### src/sv/assert_macros.svh
// Assertion macros for the modules that carry concurrent checks.
// Each macro expects signals named clock and reset in the including scope.
`ifndef ASSERT_MACROS_SVH
`define ASSERT_MACROS_SVH

// Checks a property at every rising clock edge outside of reset.
`define ASSERT_ALWAYS(label, prop, msg) \
   label: assert property (@(posedge clock) disable iff (reset) (prop)) else $error(msg);

// Checks that a condition in one cycle implies a consequence in the next.
`define ASSERT_NEXT(label, ante, cons, msg) \
   label: assert property (@(posedge clock) disable iff (reset) (ante) |=> (cons)) \
      else $error(msg);

`endif

### src/sv/pctc_pkg.sv
// Package for the preset countdown timer controller.
// Holds widths, event and button codes, register indexes and the status struct.
package pctc_pkg;

   localparam int NUM_PRESETS = 4;
   localparam int SEL_W       = $clog2(NUM_PRESETS);
   localparam int INDEX_W     = 2;
   localparam int PRESET_W    = 11;
   localparam int IDLE_W      = 16;
   localparam int DIGIT_W     = 4;
   localparam int BUTTON_W    = 3;
   localparam int CSR_IDX_W   = 1;
   localparam int CSR_DATA_W  = 16;
   localparam int REQ_DATA_W  = 8;
   localparam int RSP_DATA_W  = 32;

   typedef enum logic [1:0] {
      KIND_TICK,
      KIND_IDLE,
      KIND_PRESS,
      KIND_REPEAT
   } kind_type;

   localparam logic [BUTTON_W-1:0] BTN_GRIND = 3'd0;
   localparam logic [BUTTON_W-1:0] BTN_LEFT  = 3'd1;
   localparam logic [BUTTON_W-1:0] BTN_RIGHT = 3'd2;
   localparam logic [BUTTON_W-1:0] BTN_UP    = 3'd3;
   localparam logic [BUTTON_W-1:0] BTN_DOWN  = 3'd4;

   localparam logic [CSR_IDX_W-1:0] CSR_PRESET_LIMIT = 1'b0;
   localparam logic [CSR_IDX_W-1:0] CSR_SLEEP_LIMIT  = 1'b1;

   localparam logic [PRESET_W-1:0] PRESET_LIMIT_RESET = 11'd960;
   localparam logic [IDLE_W-1:0]   SLEEP_LIMIT_RESET  = 16'd1000;

   localparam logic [PRESET_W-1:0] PRESET_STEP = 11'd4;

   typedef struct packed {
      logic                relay_on;
      logic                asleep;
      logic [INDEX_W-1:0]  preset_index;
      logic [PRESET_W-1:0] remaining;
   } status_type;

endpackage

### src/sv/pctc_ctrl.sv
// Controller state and first result stage of the countdown timer.
// Applies one event per request to the presets, selection, countdown, grind and sleep state.
// Depends on pctc_pkg.
module pctc_ctrl
   import pctc_pkg::*;
(
   input  logic                  clock,
   input  logic                  reset,
   input  logic                  req_tvalid,
   output logic                  req_tready,
   input  logic [REQ_DATA_W-1:0] req_tdata,
   input  logic                  csr_tvalid,
   output logic                  csr_tready,
   input  logic [CSR_IDX_W-1:0]  csr_index,
   input  logic [CSR_DATA_W-1:0] csr_wdata,
   output logic                  st_valid,
   input  logic                  st_ready,
   output status_type            st_status
);

   logic [PRESET_W-1:0] preset_ff [NUM_PRESETS];
   logic [PRESET_W-1:0] preset_in [NUM_PRESETS];
   logic [SEL_W-1:0]    sel_ff, sel_in;
   logic [PRESET_W-1:0] countdown_ff, countdown_in;
   logic                grind_ff, grind_in;
   logic                sleep_ff, sleep_in;
   logic [IDLE_W-1:0]   idle_ff, idle_in;
   logic [PRESET_W-1:0] preset_limit_ff;
   logic [IDLE_W-1:0]   sleep_limit_ff;
   logic                st_valid_ff;
   status_type          status_ff, status_in;

   kind_type            kind;
   logic [BUTTON_W-1:0] button;
   logic                req_accept;
   logic                take_button;
   logic                awake_press;
   logic [PRESET_W-1:0] cur_preset;
   logic [PRESET_W:0]   up_sum;
   logic [PRESET_W-1:0] up_val, down_val;
   logic [IDLE_W-1:0]   idle_inc;

   assign kind       = kind_type'(req_tdata[1:0]);
   assign button     = req_tdata[4:2];
   assign req_tready = !st_valid_ff || st_ready;
   assign req_accept = req_tvalid && req_tready;
   assign csr_tready = 1'b1;

   always_comb begin
      take_button = 1'b0;
      case (kind)
         KIND_PRESS:  take_button = !grind_ff;
         KIND_REPEAT: take_button = !grind_ff && (button inside {BTN_UP, BTN_DOWN});
         default:     take_button = 1'b0;
      endcase
      awake_press = take_button && !sleep_ff;
      sel_in = sel_ff;
      if (awake_press) begin
         case (button)
            BTN_LEFT: begin
               sel_in = (sel_ff == '0) ? SEL_W'(NUM_PRESETS - 1) : sel_ff - 1'b1;
            end
            BTN_RIGHT: begin
               sel_in = (sel_ff == SEL_W'(NUM_PRESETS - 1)) ? '0 : sel_ff + 1'b1;
            end
            default: sel_in = sel_ff;
         endcase
      end
   end

   assign cur_preset = preset_ff[sel_in];
   assign up_sum     = {1'b0, cur_preset} + {1'b0, PRESET_STEP};
   assign up_val     = (up_sum > {1'b0, preset_limit_ff}) ? preset_limit_ff
                                                          : up_sum[PRESET_W-1:0];
   assign down_val   = (cur_preset < PRESET_STEP) ? '0 : cur_preset - PRESET_STEP;
   assign idle_inc   = idle_ff + 1'b1;

   always_comb begin
      preset_in    = preset_ff;
      countdown_in = countdown_ff;
      grind_in     = grind_ff;
      sleep_in     = sleep_ff;
      idle_in      = idle_ff;
      case (kind)
         KIND_TICK: begin
            if (grind_ff) begin
               if (countdown_ff == '0) begin
                  grind_in     = 1'b0;
                  countdown_in = cur_preset;
               end else begin
                  countdown_in = countdown_ff - 1'b1;
               end
            end
         end
         KIND_IDLE: begin
            idle_in = idle_inc;
            if (idle_inc > sleep_limit_ff) begin
               idle_in  = '0;
               sleep_in = 1'b1;
            end
         end
         default: ;
      endcase
      if (take_button) begin
         idle_in = '0;
         if (sleep_ff) begin
            sleep_in = 1'b0;
         end else begin
            case (button)
               BTN_GRIND: grind_in = 1'b1;
               BTN_UP: begin
                  preset_in[sel_in] = up_val;
                  countdown_in      = up_val;
               end
               BTN_DOWN: begin
                  preset_in[sel_in] = down_val;
                  countdown_in      = down_val;
               end
               default: countdown_in = cur_preset;
            endcase
         end
      end
      status_in.relay_on     = grind_in;
      status_in.asleep       = sleep_in;
      status_in.preset_index = INDEX_W'(sel_in);
      status_in.remaining    = countdown_in;
   end

   always_ff @(posedge clock) begin
      if (reset) begin
         for (int i = 0; i < NUM_PRESETS; i++) begin
            preset_ff[i] <= '0;
         end
         sel_ff       <= '0;
         countdown_ff <= '0;
         grind_ff     <= 1'b0;
         sleep_ff     <= 1'b0;
         idle_ff      <= '0;
      end else if (req_accept) begin
         preset_ff    <= preset_in;
         sel_ff       <= sel_in;
         countdown_ff <= countdown_in;
         grind_ff     <= grind_in;
         sleep_ff     <= sleep_in;
         idle_ff      <= idle_in;
      end
   end

   always_ff @(posedge clock) begin
      if (reset) begin
         preset_limit_ff <= PRESET_LIMIT_RESET;
         sleep_limit_ff  <= SLEEP_LIMIT_RESET;
      end else if (csr_tvalid && csr_tready) begin
         case (csr_index)
            CSR_PRESET_LIMIT: preset_limit_ff <= csr_wdata[PRESET_W-1:0];
            CSR_SLEEP_LIMIT:  sleep_limit_ff  <= csr_wdata[IDLE_W-1:0];
            default: ;
         endcase
      end
   end

   always_ff @(posedge clock) begin
      if (reset) begin
         st_valid_ff <= 1'b0;
      end else if (req_tready) begin
         st_valid_ff <= req_tvalid;
      end
   end

   always_ff @(posedge clock) begin
      if (req_accept) begin
         status_ff <= status_in;
      end
   end

   assign st_valid  = st_valid_ff;
   assign st_status = status_ff;

endmodule

### src/sv/pctc_digits.sv
// Output stage of the countdown timer: decimal digits and the result register.
// Converts the remaining count in sixteenths of a second to four digits.
// Depends on pctc_pkg.
module pctc_digits
   import pctc_pkg::*;
(
   input  logic                  clock,
   input  logic                  reset,
   input  logic                  st_valid,
   output logic                  st_ready,
   input  status_type            st_status,
   output logic                  rsp_tvalid,
   input  logic                  rsp_tready,
   output logic [RSP_DATA_W-1:0] rsp_tdata
);

   function automatic logic [DIGIT_W-1:0] hundredths_of(input logic [3:0] frac);
      logic [DIGIT_W-1:0] digit;
      case (frac)
         4'd0, 4'd8:   digit = 4'd0;
         4'd1, 4'd9:   digit = 4'd6;
         4'd2, 4'd10:  digit = 4'd2;
         4'd3, 4'd11:  digit = 4'd8;
         4'd4, 4'd12:  digit = 4'd5;
         4'd5, 4'd13:  digit = 4'd1;
         4'd6, 4'd14:  digit = 4'd7;
         4'd7, 4'd15:  digit = 4'd3;
         default:      digit = 4'd0;
      endcase
      return digit;
   endfunction

   logic                  out_valid_ff;
   logic [RSP_DATA_W-1:0] out_data_ff, out_data_in;

   logic [6:0]            secs;
   logic [3:0]            frac;
   logic [14:0]           secs_scaled;
   logic [3:0]            secs_div10;
   logic [6:0]            secs_tens;
   logic [7:0]            frac_scaled;
   logic [DIGIT_W-1:0]    tens_digit, ones_digit, tenths_digit, hundredths_digit;

   assign secs        = st_status.remaining[PRESET_W-1:4];
   assign frac        = st_status.remaining[3:0];
   assign secs_scaled = {8'd0, secs} * 15'd205;
   assign secs_div10  = secs_scaled[14:11];
   assign secs_tens   = {3'd0, secs_div10} * 7'd10;
   assign ones_digit  = DIGIT_W'(secs - secs_tens);
   assign tens_digit  = (secs_div10 >= 4'd10) ? secs_div10 - 4'd10 : secs_div10;
   assign frac_scaled = {4'd0, frac} * 8'd10;
   assign tenths_digit     = frac_scaled[7:4];
   assign hundredths_digit = hundredths_of(frac);

   assign out_data_in = {1'b0, hundredths_digit, tenths_digit, ones_digit, tens_digit,
                         st_status.remaining, st_status.preset_index,
                         st_status.asleep, st_status.relay_on};

   assign st_ready = !out_valid_ff || rsp_tready;

   always_ff @(posedge clock) begin
      if (reset) begin
         out_valid_ff <= 1'b0;
      end else if (st_ready) begin
         out_valid_ff <= st_valid;
      end
   end

   always_ff @(posedge clock) begin
      if (st_valid && st_ready) begin
         out_data_ff <= out_data_in;
      end
   end

   assign rsp_tvalid = out_valid_ff;
   assign rsp_tdata  = out_data_ff;

endmodule

### src/sv/preset_countdown_timer_controller_top.sv
// Preset countdown timer controller, top level.
// A result passes through the status register in pctc_ctrl, then the output register in pctc_digits.
// Throughput: one request per cycle while rsp_tready does not hold the output back.
// Synchronous active-high reset clears the presets, selection, countdown,
// grind and sleep state, and loads the two limit registers with their defaults.
`include "assert_macros.svh"

module preset_countdown_timer_controller_top
   import pctc_pkg::*;
(
   input  logic                  clock,
   input  logic                  reset,
   input  logic                  req_tvalid,
   output logic                  req_tready,
   input  logic [REQ_DATA_W-1:0] req_tdata,   // kind[1:0], button[4:2], zero[7:5]
   output logic                  rsp_tvalid,
   input  logic                  rsp_tready,
   // relay_on[0], asleep[1], preset_index[3:2], remaining[14:4], tens_digit[18:15],
   // ones_digit[22:19], tenths_digit[26:23], hundredths_digit[30:27], zero[31]
   output logic [RSP_DATA_W-1:0] rsp_tdata,
   input  logic                  csr_tvalid,
   output logic                  csr_tready,
   input  logic [CSR_IDX_W-1:0]  csr_index,
   input  logic [CSR_DATA_W-1:0] csr_wdata
);

   logic       st_valid;
   logic       st_ready;
   status_type st_status;

   pctc_ctrl u_ctrl (
      .clock      (clock),
      .reset      (reset),
      .req_tvalid (req_tvalid),
      .req_tready (req_tready),
      .req_tdata  (req_tdata),
      .csr_tvalid (csr_tvalid),
      .csr_tready (csr_tready),
      .csr_index  (csr_index),
      .csr_wdata  (csr_wdata),
      .st_valid   (st_valid),
      .st_ready   (st_ready),
      .st_status  (st_status)
   );

   pctc_digits u_digits (
      .clock      (clock),
      .reset      (reset),
      .st_valid   (st_valid),
      .st_ready   (st_ready),
      .st_status  (st_status),
      .rsp_tvalid (rsp_tvalid),
      .rsp_tready (rsp_tready),
      .rsp_tdata  (rsp_tdata)
   );

   `ASSERT_NEXT(a_req_reaches_stage, req_tvalid && req_tready, st_valid, "accepted request lost")
   `ASSERT_NEXT(a_stage_reaches_out, st_valid && st_ready, rsp_tvalid && (rsp_tdata[14:4] == $past(st_status.remaining)), "stage result not registered")
   `ASSERT_ALWAYS(a_digits_decimal, !rsp_tvalid || ((rsp_tdata[18:15] <= 4'd9) && (rsp_tdata[22:19] <= 4'd9) && (rsp_tdata[26:23] <= 4'd9) && (rsp_tdata[30:27] <= 4'd9)), "digit out of range")

endmodule
### config.mk
export PLATFORM = sky130hd
export DESIGN_NAME = preset_countdown_timer_controller_top
export DESIGN_NICKNAME = d
export VERILOG_FILES = /design/src/sv/pctc_pkg.sv /design/src/sv/pctc_ctrl.sv /design/src/sv/pctc_digits.sv /design/src/sv/preset_countdown_timer_controller_top.sv
export VERILOG_INCLUDE_DIRS = /design/src /design/src/sv
export SDC_FILE = /design/constraint.sdc
export NUM_CORES = 1
export LEC_CHECK = 0
export ABC_CLOCK_PERIOD_IN_PS = 6500
export BUFFER_PORTS_ARGS = -buffer_cell sky130_fd_sc_hd__buf_4
export CORE_MARGIN = 4
export CORE_UTILIZATION = 43
export CTS_CLUSTER_DIAMETER = 80
export DETAILED_ROUTE_END_ITERATION = 16
export GPL_TIMING_DRIVEN = 0
export PLACE_DENSITY = 0.6
export SYNTH_ARGS = -nofsm -noshare
export SYNTH_HDL_FRONTEND = slang
export SYNTH_SLANG_ARGS = --single-unit
### constraint.sdc
create_clock -name clock -period 6.5 [get_ports clock]
set_input_delay 0.325 -clock clock [delete_from_list [all_inputs] [get_ports clock]]
set_output_delay 0.325 -clock clock [all_outputs]
set_load 0.05 [all_outputs]
==> Word-level counts from Yosys, hierarchy flattened <==
Memories as Yosys holds them, arrays and structs flattened. A register that Yosys moved wholly into a read port is not among the register bits.
Index checks and enable logic that the tools add are counted.
{ "op_classes": {"addsub": 8, "n_mul": 3, "div_mod_pow": 0, "magnitude_cmp": 6, "n_eq_ne": 8, "shift": 0, "muxes": 35, "bitwise_logic": 3, "n_reduce_logical": 21} }
{ "ops": {"columns": ["op", "count"], "rows": [
  ["$mux 11", 10],
  ["$bwmux 44", 2],
  ["$pmux 44 s2", 1],
  ["$mux 16", 3],
  ["$pmux 11 s3", 1],
  ["$bmux 11 s2", 1],
  ["$demux 11 s2", 1],
  ["$add 16x1->16 const B", 1],
  ["$gt 16x16->1", 1],
  ["$mul 7x8->15 const B", 1],
  ["$add 11x3->12 const B", 1],
  ["$gt 12x11->1", 1],
  ["$logic_not 11->1", 1],
  ["$lt 11x3->1 const B", 1],
  ["$sub 11x1->11 const B", 1],
  ["$sub 11x3->11 const B", 1],
  ["$mux 1", 10],
  ["$mul 4x3->7 const B", 1],
  ["$eq 2x2->1 const B", 3],
  ["$eq 3x2->1 const B", 2],
  ["$mux 2", 3],
  ["$reduce_and 2->1", 3],
  ["$logic_and 1x1->1", 5],
  ["$ge 4x4->1 const B", 1],
  ["21 further kinds", 28]
]} }
{ "word_totals": {"regBits": 150, "latch_bits": 0, "ram_bits": 0, "rom_bits": 64, "inputBits": 30, "wordCells": 103, "mem_count": 1} }
{ "memory_table": {"columns": ["memory", "depth", "width", "read_ports", "rd_ports_with_merged_regs", "wr", "line", "text"], "rows": [
  ["(no name shown)", 16, 4, 1, 1, 0, "pctc_digits.sv:19", "case (frac)"]
]} }

==> Longest topological paths before layout <==
Gate-level depths: netlist of the first run.
{ "logic_depth": {"word_depth": 16, "mapped_depth": 27} }

==> Hierarchy <==
Synthesis of the first run repeated with hierarchy kept, for this count alone.
{ "unflattened": {"hier_cells": 1111, "hier_area_um2": 9655.5} }
{ "by_module_without_submodules": {"columns": ["mod", "n_inst", "cells_per_inst", "area_each_um2"], "rows": [
  ["pctc_ctrl", 1, 932, 7443.4],
  ["pctc_digits", 1, 179, 2212.1]
]} }

==> Worst setup path after synthesis of the first run <==
Ideal clock, no wire load.
{ "synth_path": {"path_type": "reg2reg", "start": "register u_ctrl.sel_ff[1]", "end": "register u_ctrl.status_ff, in the netlist u_ctrl.st_status[1], data pin", "setup_time_ns": 0.265, "arrival_ns": 4.602, "slack_ns": 1.633, "path_stages_with_launch": 27, "n_path_buf": 4, "period_less_slack_ns": 4.867, "cell_sequence": "dfxtp_1 -> inv_1 -> ha_1 -> inv_1 -> a221oi_2 -> o32a_1 -> buf_4 -> buf_2 -> buf_2 -> and3_1 -> a211oi_1 -> a31o_2 -> inv_1 -> ha_1 -> nand3_1 -> xnor2_1 -> ha_1 -> nor2b_1 -> o21ai_0 -> nand2_1 -> o221a_2 -> nand2_1 -> o21a_1 -> buf_6 -> mux2_4 -> a221oi_2 -> o21ai_1"} }
{ "synth_via": {"elab_chain_cells": 14, "elab_cells_between_ends": 24} }
{ "synth_rtl": {"columns": ["item", "line", "text"], "rows": [
  ["start: declaration", "pctc_ctrl.sv:23", "logic [SEL_W-1:0] sel_ff, sel_in;"],
  ["start signal: assignment", "pctc_ctrl.sv:141", "sel_ff <= sel_in;"],
  ["$add 2x1->2 (tied with other cells)", "pctc_ctrl.sv:64", "sel_in = (sel_ff == SEL_W'(NUM_PRESETS - 1)) ? '0 : sel_ff + 1'b1;"],
  ["$mux 2 (on tied branches)", "pctc_ctrl.sv:64, pctc_ctrl.sv:61", null],
  ["$pmux 2 s2", "pctc_ctrl.sv:59", "case (button)"],
  ["$mux 2 *", "pctc_ctrl.sv:58", "if (awake_press) begin"],
  ["$not 2->3 (not written as such) *", "pctc_ctrl.sv:71", "assign cur_preset = preset_ff[sel_in];"],
  ["$bmux 11 s2 *", "pctc_ctrl.sv:71", null],
  ["$mux 11 (not written as such) * (2 in a row)", "pctc_ctrl.sv:71", null],
  ["$add 11x3->12 or $mux 11 (tied branches)", "pctc_ctrl.sv:72, pctc_ctrl.sv:87", null],
  ["$gt 12x11->1 or $mux 11 (tied branches)", "pctc_ctrl.sv:73, pctc_ctrl.sv:86", null],
  ["$mux 11 (on tied branches)", "pctc_ctrl.sv:73, pctc_ctrl.sv:84", null],
  ["$pmux 11 s3", "pctc_ctrl.sv:109", "case (button)"],
  ["$mux 11", "pctc_ctrl.sv:106", "if (sleep_ff) begin"],
  ["$mux 11 *", "pctc_ctrl.sv:104", "if (take_button) begin"],
  ["named net u_ctrl.countdown_in[1]", "pctc_ctrl.sv:24", "logic [PRESET_W-1:0] countdown_ff, countdown_in;"],
  ["end signal: assignment", "pctc_ctrl.sv:172", "status_ff <= status_in;"],
  ["end: declaration", "pctc_ctrl.sv:31", "status_type status_ff, status_in;"]
]} }
The timed path passes the listed nets; every way through them passes the cells marked *. The select of a mux whose other input is x is not followed.
A chain may end at the register's enable or synchronous reset.

==> Worst setup path after layout of the first run <==
Same ends and word-level chain as after synthesis.

==> results of run 1 <==
==> worst max-delay path, cell delays in order (launching register included) <==
cell      delay [ps]
dfxtp_1          450
inv_1             70
ha_1             180
nor3b_1          180
o211ai_1         120
a21boi_2         310
buf_2            280
buf_1            430
buf_1            540
a31o_2           400
inv_1            100
ha_1             230
nand3_1          100
xnor2_1          180
ha_1             300
nor2b_1          130
o21ai_0          140
nand2_1           80
o221a_2          260
nand2_1          150
o21a_1           220
buf_6            180
mux2_4           330
a221oi_2         330
o21ai_1          150
==> metal layers <==
layer,routed length [um],part of all wire,up-vias,track usage
met2,12900,0.43,390,0.363
met4,964,0.032,0,0.0971
met1,14300,0.47,4291,0.347
met5,0,0,-,0
met3,2080,0.069,70,0.0432
li1,-,-,4289,-
==> state kept, by name, indices dropped and copies added, names as in the netlist <==
| signal | cells |
|---|---|
| u_ctrl.sleep_ff | 1 |
| u_ctrl.sleep_limit_ff | 16 |
| u_ctrl.idle_ff | 16 |
| u_ctrl.st_status | 15 |
| u_digits.rsp_tvalid | 1 |
| u_ctrl.preset_ff | 44 |
| u_digits.rsp_tdata | 29 |
| u_ctrl.preset_limit_ff | 11 |
| u_ctrl.sel_ff | 2 |
| u_ctrl.countdown_ff | 11 |
| u_ctrl.grind_ff | 1 |
| u_ctrl.st_valid | 1 |
==> kinds of logic (layout without fill, tap and decap cells) <==
| logic type | count (synthesis) | after routing |
|---|---|---|
| muxes | 20 | 20 |
| buffers and inverters | 130 | 220 |
| and+or+nand+nor | 392 | 392 |
| other | 2 | 2 |
| adders and majority gates | 83 | 83 |
| DFF | 148 | 148 |
| xor gates and xnor gates | 34 | 34 |
| AOI/OAI and AO/OA | 313 | 313 |
==> final timing paths <==
path / end / slack, ps / startpoint
min reg2reg: u_digits.rsp_tdata[0] / 420 / u_ctrl.st_status[14]
min: u_ctrl.st_valid / 110 / req_tvalid
max reg2reg: u_ctrl.st_status[1] / 380 / u_ctrl.sel_ff[1]
max: u_ctrl.st_status[1] / 380 / u_ctrl.sel_ff[1]
==> metrics by stage <==
step	total power [mW]	hold WS, ps	instance area [um^2]	instances	utilization
after floorplan	1.66	400	9700	1122	-
after global placement	1.89	401	10500	1460	0.476
after detailed placement	1.90	405	10500	1461	0.477
after CTS	2.94	98.6	11100	1493	0.505
after global routing	3.09	117	11100	1492	0.505
final	2.93	111	11100	1492	0.505
==> report_power, final <==
part,leakage [nW],switching (mW),internal (mW),total [mW]
Combinational,2.77,0.517,0.305,0.822
Sequential,1.27,0.0365,1.02,1.06
Clock,0.296,0.459,0.586,1.04
Total,4.34,1.01,1.92,2.93
==> layout by cell type (no fill, tap or decap), types with 10 or more instances in the layout <==
cell type	n
or3_1	14
a31oi_1	12
dfxtp_1	104
nor2_1	116
buf_2	11
o21ai_0	46
inv_1	64
nand2_1	112
a32oi_1	18
fa_1	10
o211ai_1	15
and3_1	14
o21a_1	11
xnor2_1	19
edfxtp_1	44
nand3_1	33
nand3b_1	15
nor3_1	20
mux2i_1	10
xor2_1	15
a211o_1	10
clkbuf_16	17
buf_4	64
ha_1	73
clkbuf_1	41
nor2b_1	12
a211oi_1	44
o21ai_1	13
a21oi_1	61
==> cell type report <==
type | instances | area share
plain buffers | 62 | 0.0248
clock buffers | 17 | 0.0382
clock inverters | 15 | 0.0167
inverters | 67 | 0.0226
multi-input cells | 844 | 0.519
flip-flops and latches | 148 | 0.306
well taps | 280 | 0.0315
repair buffers | 59 | 0.0416
==> flow_metrics.env, run 1 <==
export IMPL_yosysUniqueCellTypes=89
export IMPL_ys_warn_count=0
export IMPL_dp_slack_ps=358
export IMPL_rows=54
export IMPL_synth_adder_area_share=0.115
export IMPL_io_buffers=58
export IMPL_critPathMaxFanout=10
export IMPL_start_kind="flip-flop"
export IMPL_multiInputGateArea_um2=5780
export IMPL_maxCapViolCount=0
export IMPL_leakage_nw=4.34
export IMPL_grt_max_degree=25
export IMPL_path_class="flip-flop to flip-flop"
export IMPL_postSynthAreaPerCell_um2=8.64
export IMPL_seq_area_frac_synth=0.351
export IMPL_die_area_um2=25000
export IMPL_htreeDepth=4
export IMPL_die_x_um=158
export IMPL_synthTopCellsByArea="dfxtp_1, edfxtp_1, ha_1, nor2_1, nand2_1"
export IMPL_ctsHoldBuffers=0
export IMPL_synth_seq_cells=148
export IMPL_cp_required_ps=6650
export IMPL_synth_top_family_by_area="compound AO/OA/AOI/OAI gates"
export IMPL_drt_iter0_drc=805
export IMPL_via_per_inst=6.06
export IMPL_async_flop_share=0
export IMPL_grt_pass1_vias=8410
export IMPL_min_path_cells=3
export IMPL_clock_fmax_mhz=163
export IMPL_drc=0
export IMPL_start_util=0.440
export IMPL_rsz0062_at_grt="false"
export IMPL_cts_tree="yes"
export IMPL_syn_to_final_growth_pct=14.8
export IMPL_slew_viol_final=0
export IMPL_dpl_hpwl_um=23100
export IMPL_die_h_um=158
export IMPL_fin_crit_ps=6120
export IMPL_synth_ff_type="dfxtp_1"
export IMPL_synth_edf_count=44
export IMPL_fillers=2160
export IMPL_clk_latency_ps=440
export IMPL_clockRootBuffer="clkbuf_16"
export IMPL_yosysTopAreaCell="dfxtp_1"
export IMPL_grt_remaining_overflow=0
export IMPL_cts_sinks=148
export IMPL_muxShareOfSynthArea=0.0258
export IMPL_critPathArrivalTime_ps=6270
export IMPL_yosys_area_share_simple=0.194
export IMPL_track_usage=0.243
export IMPL_io_pins=65
export IMPL_post_route_period_util=0.941
export IMPL_worst_slew_pin_slew_ps=1330
export IMPL_synth_most_common_cell="nor2_1"
export IMPL_cts_setup_buffers=0
export IMPL_seq_area_um2=3400
export IMPL_outcome="finished clean"
export IMPL_syn_nets=1235
export IMPL_num_vias=9040
export IMPL_wl_um=30200
export IMPL_layout_drive_gt1_share=0.119
export IMPL_syn_area_um2=9700
export IMPL_antenna_found_initial=0
export IMPL_final_setup_viol_count=0
export IMPL_clk_path_buf_depth=2
export IMPL_synthTopCellsByCount="nor2_1, nand2_1, dfxtp_1"
export IMPL_ant_nets=0
export IMPL_synth_xor_area_frac=0.0307
export IMPL_yosys_area_top_type_share=0.215
export IMPL_fp_coreArea_um2=22000
export IMPL_diodes=0
export IMPL_drt_pass1_iter_count=6
export IMPL_critPathCaptureType="flip-flop"
export IMPL_drt_wirelength_per_cell_um=20.3
export IMPL_tns_ps=0
export IMPL_place_gp_congestion=1.01
export IMPL_synth_compound_area_frac=0.228
export IMPL_cts_buffers=17
export IMPL_hp_class="input pin to flip-flop"
export IMPL_finClkSkew_ps=9.54
export IMPL_final_nets=1312
export IMPL_p_per_area_nw_per_um2=263
export IMPL_slew_headroom=0.113
export IMPL_finalHoldViolCount=0
export IMPL_cts_resized=0
export IMPL_worst_slack_ps=381
export IMPL_syn_inst=1122
export IMPL_grt_pass1_wl_um=47100
export IMPL_rr_worst_depth=24
export IMPL_cts_reportedPaths_clkPinSlew_ps=70
export IMPL_irDropWorstVdd_mv=0.174
Note: power is estimated with default switching activity, not from simulation.
==> run 2: changes to the inputs <==
BUFFER_PORTS_ARGS = unset   (was -buffer_cell sky130_fd_sc_hd__buf_4)
DONT_BUFFER_PORTS = 1   (was unset)
PLACE_DENSITY = 0.58   (was 0.6)
==> run 2 against run 1 <==
Via count decreased by 3.8%. Combinational power down 17%. Worst setup slack got worse by 38 ps. First-iteration DRC count increased by 1.2%. Largest power group unchanged.
==> flow_metrics.env, run 2 (synthesis gave the netlist of run 1 again) <==
export IMPL_fin_crit_ps=6160
export IMPL_max_stage_delay_ps=600
export IMPL_fillers=2159
export IMPL_leakage_nw=4.07
export IMPL_diodes=0
export IMPL_tns_ps=0
export IMPL_grt_remaining_overflow=0
export IMPL_start_util=0.440
export IMPL_path_delay_family="compound AO/OA/AOI/OAI gates"
export IMPL_clockRootBuffer="clkbuf_16"
export IMPL_r2r_slack_ps=340
export IMPL_io_buffers=0
export IMPL_slew_headroom=0.0700
export IMPL_critPathArrivalTime_ps=6300
export IMPL_rsz0062_at_grt="false"
export IMPL_final_setup_viol_count=0
export IMPL_drt_wirelength_per_cell_um=20.5
export IMPL_cts_tree="yes"
export IMPL_num_vias=8697
export IMPL_hold_path_end="u_ctrl.sleep_limit_ff[7]"
export IMPL_start_kind="flip-flop"
export IMPL_slowest_stage="o32ai_1"
export IMPL_place_gp_congestion=1.00
export IMPL_cts_reportedPaths_clkPinSlew_ps=70
export IMPL_final_cell_mix="nor2_1, nand2_1, dfxtp_1, ha_1, inv_1"
export IMPL_path_class="flip-flop to flip-flop"
export IMPL_clk_path_buf_depth=2
export IMPL_post_route_period_util=0.947
export IMPL_rr_endpoint="u_ctrl.st_status[1]"
export IMPL_irDropWorstVdd_mv=0.170
export IMPL_wl_um=29500
export IMPL_cts_buffers=17
export IMPL_crit_top_cell="nand2_1"
export IMPL_htreeDepth=4
export IMPL_dpl_hpwl_um=22600
export IMPL_startpoint="u_ctrl.grind_ff"
export IMPL_grt_pass1_vias=8117
export IMPL_grt_pass1_wl_um=46200
export IMPL_cp_num_buf_inv=4
export IMPL_mostFrequentLayoutCell="nor2_1"
export IMPL_ant_nets=0
export IMPL_cts_setup_buffers=0
export IMPL_drc=0
export IMPL_grt_max_degree=25
export IMPL_regMostFlops="u_ctrl.preset_ff"
export IMPL_track_usage=0.239
export IMPL_crit_chain="nor3b_2, nand2_1, o32ai_1, buf_2, clkbuf_1, o21ai_0, a32o_1, inv_1, ha_1, nand3_1, xnor2_1, ha_1, nor2b_1, o21ai_0, nand2_1, o221a_2, nand2_1, o21a_1, buf_6, mux2_4, a221oi_2, o21ai_1"
export IMPL_top_regs="u_ctrl.preset_ff: 44 flops, u_digits.rsp_tdata: 29 flops"
export IMPL_syn_to_final_growth_pct=10.3
export IMPL_hp_class="input pin to flip-flop"
export IMPL_slew_viol_final=0
export IMPL_die_x_um=158
export IMPL_rr_worst_depth=22
export IMPL_finClkSkew_ps=12.3
export IMPL_drt_pass1_iter_count=5
export IMPL_utilization=0.486
export IMPL_power_mw=2.86
export IMPL_largest_reg_flops=44
export IMPL_r2r_start="u_ctrl.grind_ff"
export IMPL_final_nets=1256
export IMPL_finalHoldViolCount=0
export IMPL_rows=54
export IMPL_critPathMaxFanout=10
export IMPL_cp_required_ps=6640
export IMPL_layout_drive_gt1_share=0.0727
export IMPL_fp_coreArea_um2=22000
export IMPL_clock_fmax_mhz=162
export IMPL_antenna_found_initial=0
export IMPL_holdWs_ps=11.3
export IMPL_p_per_area_nw_per_um2=268
export IMPL_critPathCaptureType="flip-flop"
export IMPL_placed_cell_area_um2=10100
export IMPL_clk_latency_ps=440
export IMPL_min_path_cells=2
export IMPL_outcome="finished clean"
export IMPL_die_area_um2=25000
export IMPL_cts_sinks=148
export IMPL_via_per_inst=6.06
export IMPL_hp_start="csr_wdata[7]"
export IMPL_die_h_um=158
export IMPL_io_pins=65
export IMPL_fin_area_um2=10700
export IMPL_drt_iter0_drc=815
export IMPL_worst_slew_pin_slew_ps=1380
export IMPL_maxCapViolCount=0
==> run 2: power breakdown <==
| part | total (mW) | switching, mW | internal (mW) |
|---|---|---|---|
| sequential | 1.14 | 0.116 | 1.03 |
| clock | 1.03 | 0.450 | 0.584 |
| combinational | 0.686 | 0.421 | 0.265 |
| total | 2.86 | 0.987 | 1.88 |
==> run 2: what timing repair did <==
action | 4_1_cts | 5_1_grt
resized for setup | 0 | 1
endpoints found under the hold margin | 2 | 0
hold buffers | 2 | 0
setup endpoints to repair | 0 | 4
==> run 2: per-layer routing <==
metal	share of wire	vias up	global-route usage
met4	0.039	0	0.0963
met3	0.082	73	0.0536
li1	-	4177	-
met1	0.46	4075	0.341
met5	0	-	0
met2	0.42	372	0.348
==> run 2: through the flow <==
step	worst slack, ps	instances
2_1_floorplan	1630	1122
3_3_place_gp	410	1402
3_5_place_dp	426	1403
4_1_cts	413	1437
5_1_grt	19.7	1436
6_report	343	1436
==> run 2: area by class of cell <==
type / count / area, um^2 / share of cell area
multi-input cells: 844 / 5770 / 0.539
flip-flops and latches: 148 / 3400 / 0.318
clock buffers: 17 / 425 / 0.0398
well taps: 280 / 350 / 0.0328
plain buffers: 62 / 278 / 0.0260
inverters: 67 / 251 / 0.0235
clock inverters: 15 / 186 / 0.0174
repair buffers: 3 / 35.0 / 0.00328
==> run 2: how the worst max path moves through the flow <==
stage,depth (start not counted),end,slack [ps]
detailed placement,24,u_ctrl.st_status[1],430
global placement,24,u_ctrl.st_status[1],410
global route,22,u_ctrl.st_status[1],20
floorplan,26,u_ctrl.st_status[1],1630
finish,22,u_ctrl.st_status[1],340
CTS,24,u_ctrl.st_status[1],410
==> run 2: worst register-to-register path: stages, from the launching register on <==
cell and delay (ps):
dfxtp_1 370, nor3b_2 400, nand2_1 130, o32ai_1 600, buf_2 360, clkbuf_1 400
o21ai_0 140, a32o_1 360, inv_1 160, ha_1 240, nand3_1 100, xnor2_1 310
ha_1 300, nor2b_1 130, o21ai_0 140, nand2_1 90, o221a_2 250, nand2_1 150
o21a_1 220, buf_6 190, mux2_4 340, a221oi_2 330, o21ai_1 160
